[src/hdl/wal_pkg.sv]
// ----------------------------------------------------------------------------
// wal_pkg
// shared types and constants of the windowed admission limiter
// ----------------------------------------------------------------------------
package wal_pkg;

  localparam int unsigned TimeWidth  = 48;
  localparam int unsigned CfgIdxW    = 3;
  localparam int unsigned CfgDataW   = 32;
  localparam int unsigned WinLenW    = 31;
  localparam int unsigned LimitW     = 16;
  localparam int unsigned GapW       = 32;
  localparam int unsigned CoolW      = 32;
  // wide enough for time plus any 32-bit length, with carry
  localparam int unsigned SumW       = ((TimeWidth > 32) ? TimeWidth : 32) + 1;

  localparam logic [CfgIdxW-1:0] CFG_WIN_LEN  = 3'd0;
  localparam logic [CfgIdxW-1:0] CFG_WIN_LIM  = 3'd1;
  localparam logic [CfgIdxW-1:0] CFG_MIN_GAP  = 3'd2;
  localparam logic [CfgIdxW-1:0] CFG_COOL_LEN = 3'd3;
  localparam logic [CfgIdxW-1:0] CFG_MAINT    = 3'd4;

  localparam logic [WinLenW-1:0] WinLenRst  = 31'd10000;
  localparam logic [LimitW-1:0]  WinLimRst  = 16'd3;
  localparam logic [GapW-1:0]    MinGapRst  = 32'd500;
  localparam logic [CoolW-1:0]   CoolLenRst = 32'd3000;

  typedef enum logic [2:0] {
    REASON_NONE    = 3'd0,
    REASON_MAINT   = 3'd1,
    REASON_COOL    = 3'd2,
    REASON_GAP     = 3'd3,
    REASON_WIN_LIM = 3'd4
  } reason_e;

  typedef struct packed {
    logic    admitted;
    reason_e reason;
    logic    invalid_time;
  } result_t;

endpackage

[src/hdl/wal_core.sv]
// ----------------------------------------------------------------------------
// wal_core
// configuration registers, limiter state and the combinational decision
// ----------------------------------------------------------------------------
module wal_core (
  input  logic                            clk_i,
  input  logic                            rst_ni,
  input  logic                            cfg_we_i,
  input  logic [wal_pkg::CfgIdxW-1:0]     cfg_idx_i,
  input  logic [wal_pkg::CfgDataW-1:0]    cfg_data_i,
  input  logic                            adv_i,
  input  logic [wal_pkg::TimeWidth-1:0]   now_i,
  input  logic                            emerg_i,
  output wal_pkg::result_t                res_o
);
  import wal_pkg::*;

  logic [WinLenW-1:0]   win_len_q;
  logic [LimitW-1:0]    win_lim_q;
  logic [GapW-1:0]      min_gap_q;
  logic [CoolW-1:0]     cool_len_q;
  logic                 maint_q;

  logic [TimeWidth-1:0] frame_start_q, frame_start_d;
  logic [TimeWidth-1:0] last_acc_q, last_acc_d;
  logic                 last_vld_q, last_vld_d;
  logic [SumW-1:0]      cool_end_q, cool_end_d;
  logic [LimitW-1:0]    count_q, count_d;

  logic [TimeWidth-1:0] gap;
  logic [SumW-1:0]      now_ext;
  logic [SumW-1:0]      win_end;
  logic                 roll;
  logic [LimitW-1:0]    count_eff;
  result_t              res;

  always_ff @(posedge clk_i or negedge rst_ni) begin
    if (!rst_ni) begin
      win_len_q  <= WinLenRst;
      win_lim_q  <= WinLimRst;
      min_gap_q  <= MinGapRst;
      cool_len_q <= CoolLenRst;
      maint_q    <= 1'b0;
    end else if (cfg_we_i) begin
      case (cfg_idx_i)
        CFG_WIN_LEN:  win_len_q  <= cfg_data_i[WinLenW-1:0];
        CFG_WIN_LIM:  win_lim_q  <= cfg_data_i[LimitW-1:0];
        CFG_MIN_GAP:  min_gap_q  <= cfg_data_i[GapW-1:0];
        CFG_COOL_LEN: cool_len_q <= cfg_data_i[CoolW-1:0];
        CFG_MAINT:    maint_q    <= cfg_data_i[0];
        default: ;
      endcase
    end
  end

  assign now_ext = SumW'(now_i);
  assign gap     = now_i - last_acc_q;
  assign win_end = SumW'(frame_start_q) + SumW'(win_len_q);
  assign roll    = (now_ext >= win_end);
  assign count_eff = roll ? '0 : count_q;

  always_comb begin
    res           = '{admitted: 1'b0, reason: REASON_NONE, invalid_time: 1'b0};
    frame_start_d = frame_start_q;
    last_acc_d    = last_acc_q;
    last_vld_d    = last_vld_q;
    cool_end_d    = cool_end_q;
    count_d       = count_q;
    if ((now_i < frame_start_q) || (last_vld_q && (now_i < last_acc_q))) begin
      res.invalid_time = 1'b1;
    end else if (maint_q && !emerg_i) begin
      res.reason = REASON_MAINT;
    end else if (now_ext < cool_end_q) begin
      res.reason = REASON_COOL;
    end else if (last_vld_q && (SumW'(gap) < SumW'(min_gap_q))) begin
      res.reason = REASON_GAP;
    end else begin
      if (roll) begin
        frame_start_d = now_i;
      end
      count_d = count_eff;
      if (count_eff >= win_lim_q) begin
        cool_end_d = now_ext + SumW'(cool_len_q);
        res.reason = REASON_WIN_LIM;
      end else begin
        last_acc_d   = now_i;
        last_vld_d   = 1'b1;
        count_d      = count_eff + LimitW'(1);
        res.admitted = 1'b1;
      end
    end
  end

  always_ff @(posedge clk_i or negedge rst_ni) begin
    if (!rst_ni) begin
      frame_start_q <= '0;
      last_acc_q    <= '0;
      last_vld_q    <= 1'b0;
      cool_end_q    <= '0;
      count_q       <= '0;
    end else if (adv_i) begin
      frame_start_q <= frame_start_d;
      last_acc_q    <= last_acc_d;
      last_vld_q    <= last_vld_d;
      cool_end_q    <= cool_end_d;
      count_q       <= count_d;
    end
  end

  assign res_o = res;

  a_admit_sets_last: assert property (@(posedge clk_i) disable iff (!rst_ni)
    (adv_i && res.admitted) |=> (last_vld_q && (last_acc_q == $past(now_i))))
    else $error("admitted beat did not record its time");

  a_invalid_keeps_state: assert property (@(posedge clk_i) disable iff (!rst_ni)
    (adv_i && res.invalid_time) |=> ($stable(count_q) && $stable(frame_start_q)
      && $stable(cool_end_q)))
    else $error("invalid time changed limiter state");

endmodule

[src/hdl/windowed_admission_limiter_top.sv]
// ----------------------------------------------------------------------------
// windowed_admission_limiter_top
// fixed-window request limiter with minimum gap, cooldown and maintenance
// ----------------------------------------------------------------------------
// usage
//   request beats enter on in_valid_i / in_stall_o with now_time_i and
//   emergency_i; each request yields exactly one result beat on
//   out_valid_o / out_stall_i carrying admitted_o, reason_o, invalid_time_o
//   a request is registered on entry and decided from the input register
//   once the result register is free; the result is registered at the end
//   of the decision cycle and offered from the result register
//   one request per cycle is sustained while out_stall_i is low; limiter state
//   is updated in the decision cycle, so every request sees the state left by the one before
//   when out_stall_i is high the result register holds; one more request
//   waits in the input register, after which in_stall_o rises
//   configuration is written through cfg_we_i / cfg_idx_i / cfg_data_i
//   and should only change while no request is in flight
//   reset restores the default configuration, clears the window, count,
//   cooldown and last-admit time, and empties both registers
// ----------------------------------------------------------------------------
module windowed_admission_limiter_top (
  input  logic                            clk_i,
  input  logic                            rst_ni,
  input  logic                            cfg_we_i,
  input  logic [wal_pkg::CfgIdxW-1:0]     cfg_idx_i,
  input  logic [wal_pkg::CfgDataW-1:0]    cfg_data_i,
  input  logic                            in_valid_i,
  output logic                            in_stall_o,
  input  logic [wal_pkg::TimeWidth-1:0]   now_time_i,
  input  logic                            emergency_i,
  output logic                            out_valid_o,
  input  logic                            out_stall_i,
  output logic                            admitted_o,
  output logic [2:0]                      reason_o,
  output logic                            invalid_time_o
);
  import wal_pkg::*;

  logic                 in_vld_q;
  logic [TimeWidth-1:0] now_q;
  logic                 emerg_q;
  logic                 out_vld_q;
  result_t              res_q;
  result_t              res;
  logic                 out_free;
  logic                 adv;
  logic                 in_take;

  assign out_free   = !out_vld_q || !out_stall_i;
  assign adv        = in_vld_q && out_free;
  assign in_stall_o = in_vld_q && !out_free;
  assign in_take    = in_valid_i && !in_stall_o;

  always_ff @(posedge clk_i or negedge rst_ni) begin
    if (!rst_ni) begin
      in_vld_q <= 1'b0;
    end else if (in_take || adv) begin
      in_vld_q <= in_take;
    end
  end

  always_ff @(posedge clk_i) begin
    if (in_take) begin
      now_q   <= now_time_i;
      emerg_q <= emergency_i;
    end
  end

  wal_core u_core (
    .clk_i      (clk_i),
    .rst_ni     (rst_ni),
    .cfg_we_i   (cfg_we_i),
    .cfg_idx_i  (cfg_idx_i),
    .cfg_data_i (cfg_data_i),
    .adv_i      (adv),
    .now_i      (now_q),
    .emerg_i    (emerg_q),
    .res_o      (res)
  );

  always_ff @(posedge clk_i or negedge rst_ni) begin
    if (!rst_ni) begin
      out_vld_q <= 1'b0;
    end else if (out_free) begin
      out_vld_q <= adv;
    end
  end

  always_ff @(posedge clk_i) begin
    if (adv) begin
      res_q <= res;
    end
  end

  assign out_valid_o    = out_vld_q;
  assign admitted_o     = res_q.admitted;
  assign reason_o       = res_q.reason;
  assign invalid_time_o = res_q.invalid_time;

  a_stall_only_when_full: assert property (@(posedge clk_i) disable iff (!rst_ni)
    in_stall_o |-> (in_vld_q && out_vld_q))
    else $error("input stalled with free room");

  a_admit_reason: assert property (@(posedge clk_i) disable iff (!rst_ni)
    out_vld_q |-> (res_q.admitted == (res_q.reason == REASON_NONE && !res_q.invalid_time)))
    else $error("admitted flag disagrees with reason");

  a_invalid_rejects: assert property (@(posedge clk_i) disable iff (!rst_ni)
    (out_vld_q && res_q.invalid_time) |-> (!res_q.admitted && res_q.reason == REASON_NONE))
    else $error("invalid time beat carries a decision");

  a_beat_moves: assert property (@(posedge clk_i) disable iff (!rst_ni)
    adv |=> out_vld_q)
    else $error("decided beat lost");

endmodule

[config.mk]
export PLATFORM = sky130hd
export DESIGN_NAME = windowed_admission_limiter_top
export DESIGN_NICKNAME = d
export VERILOG_FILES = /design/src/hdl/wal_pkg.sv /design/src/hdl/wal_core.sv /design/src/hdl/windowed_admission_limiter_top.sv
export SDC_FILE = /design/constraint.sdc
export NUM_CORES = 1
export LEC_CHECK = 0
export ABC_AREA = 1
export BUFFER_PORTS_ARGS = -buffer_cell sky130_fd_sc_hd__buf_2
export CORE_MARGIN = 10
export CORE_UTILIZATION = 60
export DETAILED_ROUTE_END_ITERATION = 8
export GPL_TIMING_DRIVEN = 1
export PLACE_DENSITY = 0.78
export SLEW_MARGIN = 30
export SYNTH_ARGS = -nofsm -noshare
export SYNTH_HDL_FRONTEND = slang
export SYNTH_HIERARCHICAL = 1
export SYNTH_SLANG_ARGS = --single-unit
[constraint.sdc]
create_clock -name clk_i -period 12.2 [get_ports clk_i]
set_input_delay 1.22 -clock clk_i [delete_from_list [all_inputs] [get_ports clk_i]]
set_output_delay 1.22 -clock clk_i [all_outputs]
set_load 0.01 [all_outputs]
# Word-level counts from Yosys, hierarchy flattened
# Index checks and enable logic that the tools add are counted.
[classes]
add_sub_neg = 4
magnitude_cmp = 6
eq_ne = 4
mux = 8
bitwise = 5
n_reduce_logical = 26
[op_table]
columns = ["op", "count"]
rows = [
  ["$lt A48 B48 Y1", 2],
  ["$add A48 B31 Y49", 1],
  ["$add A48 B32 Y49", 1],
  ["$ge A48 B49 Y1", 1],
  ["$lt A48 B49 Y1", 1],
  ["$lt A48 B32 Y1", 1],
  ["$sub A48 B48 Y48", 1],
  ["$mux W16", 2],
  ["$reduce_and A6 Y1", 3],
  ["$add A16 B1 Y16 const B", 1],
  ["$ge A16 B16 Y1", 1],
  ["$reduce_and A2 Y1", 5],
  ["$eq A3 B2 Y1 const B", 2],
  ["$logic_and A1 B1 Y1", 6],
  ["$logic_not A1 Y1", 5],
  ["$not A1 Y1", 5],
  ["$reduce_and A5 Y1", 1],
  ["$mux W2", 2],
  ["$reduce_or A4 Y1", 1],
  ["$eq A3 B1 Y1 const B", 1],
  ["$eq A3 B3 Y1 const B", 1],
  ["$logic_not A3 Y1", 1],
  ["$logic_or A1 B1 Y1", 3],
  ["$mux W1", 3],
  ["other kinds (2)", 2],
]
[word_totals]
ff_bits = 330
in_bits = 89
output_inout_bits = 7
word_cells = 72

# Logic depth before layout (Yosys ltp)
# Gate-level depths: netlist (run 1).
[logic_depth]
ltp_word = 8
ltp_mapped = 45
ltp_nobuf = 44

# Modules after synthesis
# Netlist (run 1), hierarchy kept.
[modules_own_cells]
columns = ["mod", "n_inst", "cells_each", "area_per_inst_um2", "seq_area_each_um2"]
rows = [
  ["wal_core", 1, 3384, 23610.1, 6881.6],
  ["windowed_admission_limiter_top", 1, 66, 1716.6, 1671.6],
]

# Worst setup path before layout (run 1)
# OpenSTA, ideal clock, no wires.
[synth_timing]
kind = "reg2reg"
from = "register u_core.win_len_q[2]"
to = "register u_core.last_acc_q[12]"
setup_ns = 0.130
arrival_ns = 5.323
required_ns = 12.070
slack_ns = 6.746
path_stages_with_launch = 40
n_path_buf = 3
synth_period_minus_slack_ns = 5.454
cell_sequence = "dfrtp_1 > ha_1 > a21oi_1 > nand2_1 > a21oi_1 > o21ai_1 > a21boi_1 > o21ai_1 > a21boi_1 > o21ai_0 > a21boi_0 > o21ai_0 > nand2_1 > nand2_1 > ha_1 > nand2_1 > nor2_1 > nand2_1 > [4 not listed] > nand2_1 > nand2_2 > buf_6 > nand2_1 > inv_1 > ha_1 > a21oi_1 > o21ai_0 > nand2_1 > o211ai_1 > nand2_1 > nand3_1 > a31oi_1 > nand4_4 > buf_4 > buf_6 > nand2_1 > o21ai_0"
[synth_between]
elab_chain_len = 6
[synth_lines]
columns = ["element", "line", "rtl"]
rows = [
  ["start, declared", "wal_core.sv:18", "logic [WinLenW-1:0] win_len_q;"],
  ["start signal, assigned", "wal_core.sv:39", "win_len_q <= WinLenRst;"],
  ["start signal, assigned", "wal_core.sv:46", "CFG_WIN_LEN: win_len_q <= cfg_data_i[WinLenW-1:0];"],
  ["$add A48 B31 Y49", "wal_core.sv:58", "assign win_end = SumW'(frame_start_q) + SumW'(win_len_q);"],
  ["$ge A48 B49 Y1", "wal_core.sv:59", "assign roll = (now_ext >= win_end);"],
  ["$mux W16", "wal_core.sv:60", "assign count_eff = roll ? '0 : count_q;"],
  ["$ge A16 B16 Y1", "wal_core.sv:82", "if (count_eff >= win_lim_q) begin"],
  ["$not A1 Y1 (no line)", "--", ""],
  ["$reduce_and A6 Y1 (no line)", "--", ""],
  ["end signal, assigned", "wal_core.sv:103", "last_acc_q <= last_acc_d;"],
  ["end, declared", "wal_core.sv:25", "logic [TimeWidth-1:0] last_acc_q, last_acc_d;"],
]
# Every way passes these cells.
# A chain may end at the register's enable or synchronous reset.

# Worst setup path in the final report (run 1)
[layout_timing]
from = "register u_core.frame_start_q[2]"
to = "register u_core.last_acc_q[37]"
[layout_between]
elab_chain_len = 6
word_cells_on_any_way = 9
cone_classes = "1 x add/sub; 3 x order compare; 1 x mux; 2 x bitwise; 2 x reduce/logical"
[layout_lines]
columns = ["element", "line", "rtl"]
rows = [
  ["start, declared", "wal_core.sv:24", "logic [TimeWidth-1:0] frame_start_q, frame_start_d;"],
  ["start signal, assigned", "wal_core.sv:102", "frame_start_q <= frame_start_d;"],
  ["$add A48 B31 Y49", "wal_core.sv:58", ""],
  ["$ge A48 B49 Y1", "wal_core.sv:59", ""],
  ["$mux W16", "wal_core.sv:60", ""],
  ["$ge A16 B16 Y1", "wal_core.sv:82", ""],
  ["$not A1 Y1 (no line)", "--", ""],
  ["$reduce_and A6 Y1 (no line) *", "--", ""],
]
# Every way passes the cells marked *; elsewhere a longest branch is shown, timed or not.

==> impl_summary.txt, run 1 <==
----------------------------------------------------
[Run status]
  Run status ... completed

[CTS]
  H-tree lvl count ... 2
  CTS root buf ... sky130_fd_sc_hd__clkbuf_16
  Post-cts repair resize count ... 0
  CTS Hold Buffers Added ... 0
  CTS tree ... built
  Clock-pin slew on the worst setup and hold paths ... 0.06 ns
  Buffer levels on the longest clock path ... 3
  Post-CTS Setup Inserts ... 0
  Number of clock sinks ... 330
  Skew-Pair Late Insertion Delay ... 0.57 ns
  Total CTS buffers ... 39

[Logic synthesis]
  Dominant cell type by area after synthesis ... sky130_fd_sc_hd__dfrtp_1
  Synthesized netlist net count ... 3843
  Portion of synthesized cell area occupied by the leading cell type ... 25.3%
  Biggest area contributors in the synthesized netlist ... sky130_fd_sc_hd__dfrtp_1, sky130_fd_sc_hd__ha_1, sky130_fd_sc_hd__nand2_1, sky130_fd_sc_hd__inv_1, sky130_fd_sc_hd__edfxtp_1
  Sequential fraction of the synthesis area ... 33.8%
  Mean area per synthesized cell ... 7.34 sq um
  Cell variety after synth ... 56
  Flops & latches, synth ... 330
  Most common flop cell mapped by yosys ... sky130_fd_sc_hd__dfrtp_1
  Share of synthesized flip-flops with an asynchronous set or reset ... 83.6%
  Number of warnings printed during yosys synthesis ... 6
  Synthesized instance count ... 3450
  Netlist area before placement ... about 25000 sq um
  EDFF count, synth ... 54

[Timing]
  Setup repair after global routing missed its margin ... false
  Final slew viol count ... 0
  Fin. Hold Viols ... 0
  Clock period minus worst slack ... between 7 and 8 ns
  Actual slew at the worst max-slew pin ... approximately 1.1 ns
  Achievable clock frequency ... 135 MHz
  Setup tns final ... 0 ns
  Worst hold slack after final layout ... 0.482 ns
  Period utilization ... about three fifths
  Clock Skews ... 0.0271 ns
  Rel. slew slack ... 26.4%
  Setup Viol. Count Final ... 0

[Drt]
  Count of TritonRoute iterations in the first routing pass ... 6
  Remaining DRCs ... 0
  Drt via density ... about 5.8
  Violation count after the first detailed-routing iteration ... 2691
  Routed length per placed instance ... 20.5 microns
  Detailed Route WL ... 84300 microns
  Number of routed nets with antenna violations ... 0
  Vias post-DR ... about 24000

[Floorplan]
  Area of the core ... around 42000 sq um
  Number of standard-cell rows in the floorplan ... 75
  Effective utilization at floorplan ... 60.5%
  Die X ... around 230 microns
  Total Die Area ... 50800 sq um
  Number of ports placed on the die boundary ... 96
  DIE HEIGHT ... 225 microns

[Flow run]
  Maximum capacitance violations ... 0

[Power and ir drop]
  Power density cells ... 119 nW/um^2
  P_leak ... 13.8 nW
  Peak ir drop on the vdd network ... 0.144 mV

[Worst setup path]
  Worst Path Arrival ... ~8 ns
  Type of destination of the critical path ... register
  Largest fanout on the critical path ... 60
  Start-to-end type of the worst setup path ... reg -> reg
  Crit-path max cell delay ... around 0.48 ns
  Worst-path cell with the longest stage delay ... sky130_fd_sc_hd__nand4_4
  Startpoint kind of the worst setup timing path ... register
  CP required ... 12.62 ns
  Cell repeated most along the worst path ... sky130_fd_sc_hd__nand2_1

[Cells and area]
  Fraction of layout instances using a drive strength above 1 ... approximately 7.2%
  Inserted Diodes ... 0
  NumNets Final ... around 4000
  Synth-to-Final Area Change ... 8.95%

[Place]
  Estimated wirelength of the detail-placed design ... 66900 microns
  Global placer's final weighted congestion ... 1.04
  Count of port buffers added during placement ... 95

[GRT]
  Wire length of the first global-routing pass ... 129000 microns
  Initial antenna violation count ... 3
  GR Util All Layers ... about a third
  Vias in the first global route ... 23300
  Remaining Overflow, GRT ... 0
  Maximum number of pins on one net before global-route repair ... 97

[Worst hold path]
  Path class of the lowest-slack min-delay path ... reg -> reg

----------------------------------------------------
final cells by class:
class	count	area [sq um]
fill	3610	14300
timing repair buffer	110	649
clock buffer	49	1050
multi-input combinational	2466	14200
tap	539	674
clock inverter	23	181
inverter	599	2250
sequential	330	8550
sequential cells by signal, summed over array words and instances, names as in the netlist:
| register | cells |
|---|---|
| u_core/win_lim_q | 16 |
| u_core/win_len_q | 31 |
| invalid_time_o | 1 |
| u_core/frame_start_q | 48 |
| admitted_o | 1 |
| u_core/cool_end_q | 49 |
| in_vld_q | 1 |
| u_core/cool_len_q | 32 |
| u_core/min_gap_q | 32 |
| u_core/count_q | 16 |
| out_valid_o | 1 |
| u_core/last_acc_q | 48 |
| u_core/last_vld_q | 1 |
| now_q | 48 |
| emerg_q | 1 |
| u_core/maint_q | 1 |
| reason_o | 3 |
worst paths after layout:
path,from,endpoint,slack [ns],cells past startpoint
hold reg to reg,u_core/cool_end_q[16],u_core/cool_end_q[16],0.48,2
hold / removal,u_core/cool_end_q[16],u_core/cool_end_q[16],0.48,2
setup reg to reg,u_core/frame_start_q[2],u_core/last_acc_q[37],4.77,37
setup / recovery,u_core/frame_start_q[2],u_core/last_acc_q[37],4.77,37
min in group asynchronous,rst_ni,u_core/cool_end_q[9],0.59,1
max in group asynchronous,rst_ni,u_core/last_acc_q[41],9.87,3
worst max-delay path: cells and delay by family, from the launching register on:
| family | cells | cell delay (ns) |
|---|---|---|
| simple gates | 18 | 2.69 |
| compound gates | 14 | 2.78 |
| fa+ha+maj | 3 | 0.90 |
| flops | 1 | 0.40 |
| buf+inv | 2 | 0.43 |
cell families (layout without fill, tap and decap cells):
kind of cell,count (synthesis),in the layout,share of synthesized area [%]
xor gates and xnor gates,124,124,4.29
DFF,330,330,33.8
AOI/OAI and AO/OA,683,683,14.3
buffers and inverters,654,781,10.2
adders and majority gates,304,304,15.1
and+or+nand+nor,1355,1355,22.4
power breakdown:
group | switching [mW] | total, mW | internal (mW)
clock | 0.498 | 1.14 | 0.642
sequential | 0.0852 | 1.30 | 1.22
combinational | 0.555 | 0.842 | 0.287
Yosys cell counts (9+ instances only):
master and instances:
sky130_fd_sc_hd__buf_6 10, sky130_fd_sc_hd__nand2_2 17, sky130_fd_sc_hd__o211ai_1 9, sky130_fd_sc_hd__edfxtp_1 54, sky130_fd_sc_hd__nor2_1 224, sky130_fd_sc_hd__xor2_1 89
sky130_fd_sc_hd__nand4_1 46, sky130_fd_sc_hd__a31oi_1 19, sky130_fd_sc_hd__dfrtp_1 256, sky130_fd_sc_hd__o21ai_0 258, sky130_fd_sc_hd__inv_2 9, sky130_fd_sc_hd__nand3_1 92
sky130_fd_sc_hd__clkbuf_1 28, sky130_fd_sc_hd__nor3_1 37, sky130_fd_sc_hd__o21ai_2 9, sky130_fd_sc_hd__a21oi_1 246, sky130_fd_sc_hd__nand2_1 884, sky130_fd_sc_hd__nor4_1 14
sky130_fd_sc_hd__inv_1 588, sky130_fd_sc_hd__xnor2_1 35, sky130_fd_sc_hd__dfstp_2 20, sky130_fd_sc_hd__ha_1 301, sky130_fd_sc_hd__buf_4 9, sky130_fd_sc_hd__o21ai_1 98
metrics by stage:
step                setup slack, ns  std cells  area (sq um)  util (%)  power, mW
detailed placement             4.94       4043         26300      62.9       2.13
global placement               4.76       4041         26300      62.8       2.10
floorplan                      6.75       3450         25300         -       1.84
CTS                            4.89       4115         27600      65.9       3.27
global route                   4.03       4116         27600      65.9       3.44
finish                         4.77       4116         27600      65.9       3.28
layer usage:
metal	global-route usage (%)	share of wire [%]
met5	0	0
met4	13.8	4.3
met3	6.61	9.9
met2	50.3	43
met1	44.8	42
cell usage in the layout, fill, tap and decap left out, types with 6 or more instances in the layout:
cell	Yosys	final
sky130_fd_sc_hd__nand4_1	46	46
sky130_fd_sc_hd__nor4_1	14	14
sky130_fd_sc_hd__nand3_1	92	91
sky130_fd_sc_hd__nand3b_1	6	6
sky130_fd_sc_hd__buf_2	8	94
sky130_fd_sc_hd__clkinvlp_4	0	6
sky130_fd_sc_hd__o211ai_1	9	9
sky130_fd_sc_hd__nor2_2	6	6
sky130_fd_sc_hd__nand2_2	17	17
sky130_fd_sc_hd__nor3_1	37	37
sky130_fd_sc_hd__a21boi_0	6	6
sky130_fd_sc_hd__inv_2	9	9
sky130_fd_sc_hd__edfxtp_1	54	54
sky130_fd_sc_hd__ha_1	301	301
sky130_fd_sc_hd__xor2_1	89	89
sky130_fd_sc_hd__nand2_1	884	883
sky130_fd_sc_hd__a21oi_1	246	246
sky130_fd_sc_hd__o21ai_2	9	9
sky130_fd_sc_hd__clkbuf_1	28	7
sky130_fd_sc_hd__nor2_1	224	224
sky130_fd_sc_hd__inv_1	588	587
sky130_fd_sc_hd__clkinv_2	0	7
sky130_fd_sc_hd__clkbuf_16	0	40
sky130_fd_sc_hd__dfrtp_1	256	256
sky130_fd_sc_hd__o21ai_1	98	98
sky130_fd_sc_hd__o21a_1	8	8
sky130_fd_sc_hd__dfstp_2	20	20
sky130_fd_sc_hd__and3_1	6	6
sky130_fd_sc_hd__buf_4	9	8
sky130_fd_sc_hd__o21ai_0	258	258
sky130_fd_sc_hd__a31oi_1	19	19
sky130_fd_sc_hd__o21bai_1	6	6
sky130_fd_sc_hd__xnor2_1	35	35
(Power assumes the default switching activity.)
==> run 2, diff against run 1 <==
- ABC_AREA: 1 -> 0
- CORE_UTILIZATION: 60 -> 58
- PLACE_DENSITY: 0.78 -> 0.79
- clock period: 12.2 -> 6.3 ns (I/O delays scaled with it)
==> impl_summary.txt, run 2 <==
----------------------------------------------------
[Floorplan]
  Effective utilization at floorplan ... 59.0%
  Number of standard-cell rows in the floorplan ... 74
  DIE HEIGHT ... 225 microns
  Total Die Area ... 50400 sq um
  Area of the core ... 41100 sq um
  Die X ... roughly 220 microns
  Number of ports placed on the die boundary ... 96

[Worst setup path]
  Startpoint kind of the worst setup timing path ... register
  Crit-path max cell delay ... approximately 0.40 ns
  Worst-path cell with the longest stage delay ... sky130_fd_sc_hd__fa_2
  Cell repeated most along the worst path ... sky130_fd_sc_hd__a21o_1
  Type of destination of the critical path ... register
  Worst R2R Path Depth ... 36
  CP required ... approximately 6.7 ns
  Largest fanout on the critical path ... 8
  Worst Path Arrival ... 7.75 ns
  Start-to-end type of the worst setup path ... reg -> reg

[Power and ir drop]
  Switching power summed over all nets ... 2.12 mW
  P_leak ... 13.2 nW
  Power density cells ... about 240 nW/um^2
  Portion of total power attributed to the clock network ... a little over a third
  Switching share of total power ... 31.4%
  Combinational cell fraction of total power ... 27.9%
  Share of total power in sequential cells ... 37.3%
  Internal Dissipation ... 4.61 mW
  Peak ir drop on the vdd network ... 0.260 mV

[GRT]
  Wire length of the first global-routing pass ... ~110000 microns
  Fraction of met3 tracks used by global routing ... under 10%
  Remaining Overflow, GRT ... 0
  Maximum number of pins on one net before global-route repair ... 143
  Global-route met1 utilization ... between 30% and 40%
  GR Util All Layers ... 26.3%
  Global-route track usage on met2 ... 44.8%
  Most used routing layer in global routing ... met2
  Initial antenna violation count ... 0
  Vias in the first global route ... 20800

[Cells and area]
  Flip-flop count of the largest register after layout ... 49
  Most common cell after layout, fill and taps aside ... sky130_fd_sc_hd__ha_1
  NumNets Final ... 3139
  Post-Layout Inst Area ... 28600 sq um
  Top library cells by usage in the layout, fill and taps aside ... sky130_fd_sc_hd__ha_1, sky130_fd_sc_hd__dfrtp_1, sky130_fd_sc_hd__inv_1
  Sequential Area ... 8550 sq um
  Area occupied by multi-input gates ... 14900 sq um
  Number of fill cells ... 3037
  Inserted Diodes ... 0
  Fraction of layout instances using a drive strength above 1 ... between 20% and 30%
  Synth-to-Final Area Change ... 17.9%
  Top register by number of flip-flops ... u_core/cool_end_q

[Place]
  Estimated wirelength of the detail-placed design ... 50200 microns
  Worst slack at placement ... -1.11 ns
  Global placer's final weighted congestion ... 0.946
  Total placed instance area ... 26400 sq um
  Count of port buffers added during placement ... 95

[Drt]
  Routed length per placed instance ... 21.3 microns
  Violation count after the first detailed-routing iteration ... 1549
  Number of routed nets with antenna violations ... 0
  Vias post-DR ... 20600
  Drt via density ... 6.24
  Remaining DRCs ... 0
  Detailed Route WL ... between 70000 and 80000 microns
  Count of TritonRoute iterations in the first routing pass ... 6

[CTS]
  Number of clock sinks ... 330
  CTS root buf ... sky130_fd_sc_hd__clkbuf_16
  CTS Hold Buffers Added ... 0
  Clock-pin slew on the worst setup and hold paths ... 0.06 ns
  H-tree lvl count ... 2
  CTS tree ... built
  Buffer levels on the longest clock path ... 3
  Total CTS buffers ... 39
  Skew-Pair Late Insertion Delay ... 0.57 ns

[Timing]
  Rel. slew slack ... 43.9%
  Setup repair after global routing missed its margin ... true
  Clock period minus worst slack ... 7.32 ns
  Clock Skews ... between 0.02 and 0.03 ns
  Actual slew at the worst max-slew pin ... 0.831 ns
  Post-route worst setup slack ... -1.02 ns
  Achievable clock frequency ... 137 MHz
  Worst hold slack after final layout ... 0.0250 ns
  Final slew viol count ... 0
  Setup Viol. Count Final ... 116
  Period utilization ... 116%
  Fin. Hold Viols ... 0

[Logic synthesis]
  Dominant cell type by area after synthesis ... sky130_fd_sc_hd__dfrtp_1
  Synthesized netlist net count ... 2894
  Number of warnings printed during yosys synthesis ... 6
  Synthesized instance count ... between 2000 and 3000
  Flops & latches, synth ... 330
  Netlist area before placement ... roughly 24000 sq um
  Share of synthesized flip-flops with an asynchronous set or reset ... 83.6%
  Most common flop cell mapped by yosys ... sky130_fd_sc_hd__dfrtp_1
  Portion of synthesized cell area occupied by the leading cell type ... 26.4%
  EDFF count, synth ... 54
  Most used standard cell by instance count after synthesis ... sky130_fd_sc_hd__ha_1
  Biggest area contributors in the synthesized netlist ... sky130_fd_sc_hd__dfrtp_1, sky130_fd_sc_hd__ha_1, sky130_fd_sc_hd__mux2_2, sky130_fd_sc_hd__edfxtp_1, sky130_fd_sc_hd__inv_1
  Cell variety after synth ... 91
  Sequential fraction of the synthesis area ... 35.2%
  Mean area per synthesized cell ... 9.70 sq um
  Commonest cells in the synthesized netlist ... sky130_fd_sc_hd__ha_1, sky130_fd_sc_hd__dfrtp_1, sky130_fd_sc_hd__inv_1

[Run status]
  Run status ... finished with violations
  Violated checks ... negative setup slack

[Flow run]
  Maximum capacitance violations ... 0

[Worst hold path]
  Path class of the lowest-slack min-delay path ... in -> async

----------------------------------------------------
-- run 2: per-layer routing --
layer | part of all wire, % | up-vias
li1 | - | 9599
met1 | 42 | 10100
met2 | 47 | 754
met3 | 7.1 | 189
met4 | 3.9 | 0
met5 | 0 | -
-- run 2: logic make-up after synthesis --
| group | count (synthesis) | share of synthesized area [%] |
|---|---|---|
| AOI/OAI and AO/OA | 651 | 18.0 |
| and+or+nand+nor | 561 | 11.5 |
| DFF | 330 | 35.2 |
| buffers and inverters | 327 | 5.33 |
| adders and majority gates | 304 | 15.8 |
| muxes | 217 | 10.2 |
| xor gates and xnor gates | 111 | 4.01 |
-- run 2: through the flow --
stage	std cells	utilization (%)	setup TNS, ns	power (mW)
floorplan	2501	-	-35.96	3.71
global placement	3193	64.1	-96.07	4.21
detailed placement	3194	64.1	-111.25	4.30
CTS	3278	68.0	-99.83	6.69
global route	3308	69.6	-137.19	7.05
finish	3308	69.6	-103.39	6.73
-- run 2: critical path, delay by kind of cell, from the launching register on --
kind / cells / cell delay (ns)
flip-flops: 1 / 0.38
XOR/XNOR: 1 / 0.12
AO/OA/AOI/OAI: 21 / 3.98
buffers and inverters: 3 / 0.49
multiplexers: 1 / 0.27
AND/OR/NAND/NOR: 6 / 0.88
adder cells (fa/ha/maj): 4 / 1.08
-- run 2: layout make-up --
type                       count  area share, %
tap                          532           2.33
clock inverter                15          0.626
timing repair buffer         282           7.81
clock buffer                  56           4.03
sequential                   330           29.9
multi-input combinational   1844           52.0
inverter                     249           3.27
-- run 2: path summary, 6_finish.rpt --
kind / start / to / slack [ns]
worst max-delay path: u_core/win_len_q[0] / u_core/last_acc_q[46] / -1.02
worst min-delay path: rst_ni / u_core/cool_end_q[3] / 0.02
worst max register to register: u_core/win_len_q[0] / u_core/last_acc_q[46] / -1.02
worst min register to register: in_vld_q / out_valid_o / 0.50
max in group asynchronous: rst_ni / u_core/frame_start_q[41] / 5.09
min in group clk_i: now_time_i[15] / now_q[15] / 0.23
-- run 2: what timing repair did --
item	CTS	global route
resized for setup	33	54
pin swaps	16	20
setup endpoints to repair	116	164
cloned	2	10
buffers inserted	12	23
-- run 2: power by group through the flow --
stage | sequential [mW] | combinational (mW) | clock, mW
2_1_floorplan | 2.49 | 1.21 | 0
3_3_place_gp | 2.53 | 1.68 | 0
3_5_place_dp | 2.54 | 1.76 | 0
4_1_cts | 2.50 | 1.80 | 2.38
5_1_grt | 2.53 | 2.06 | 2.47
6_report | 2.51 | 1.87 | 2.35
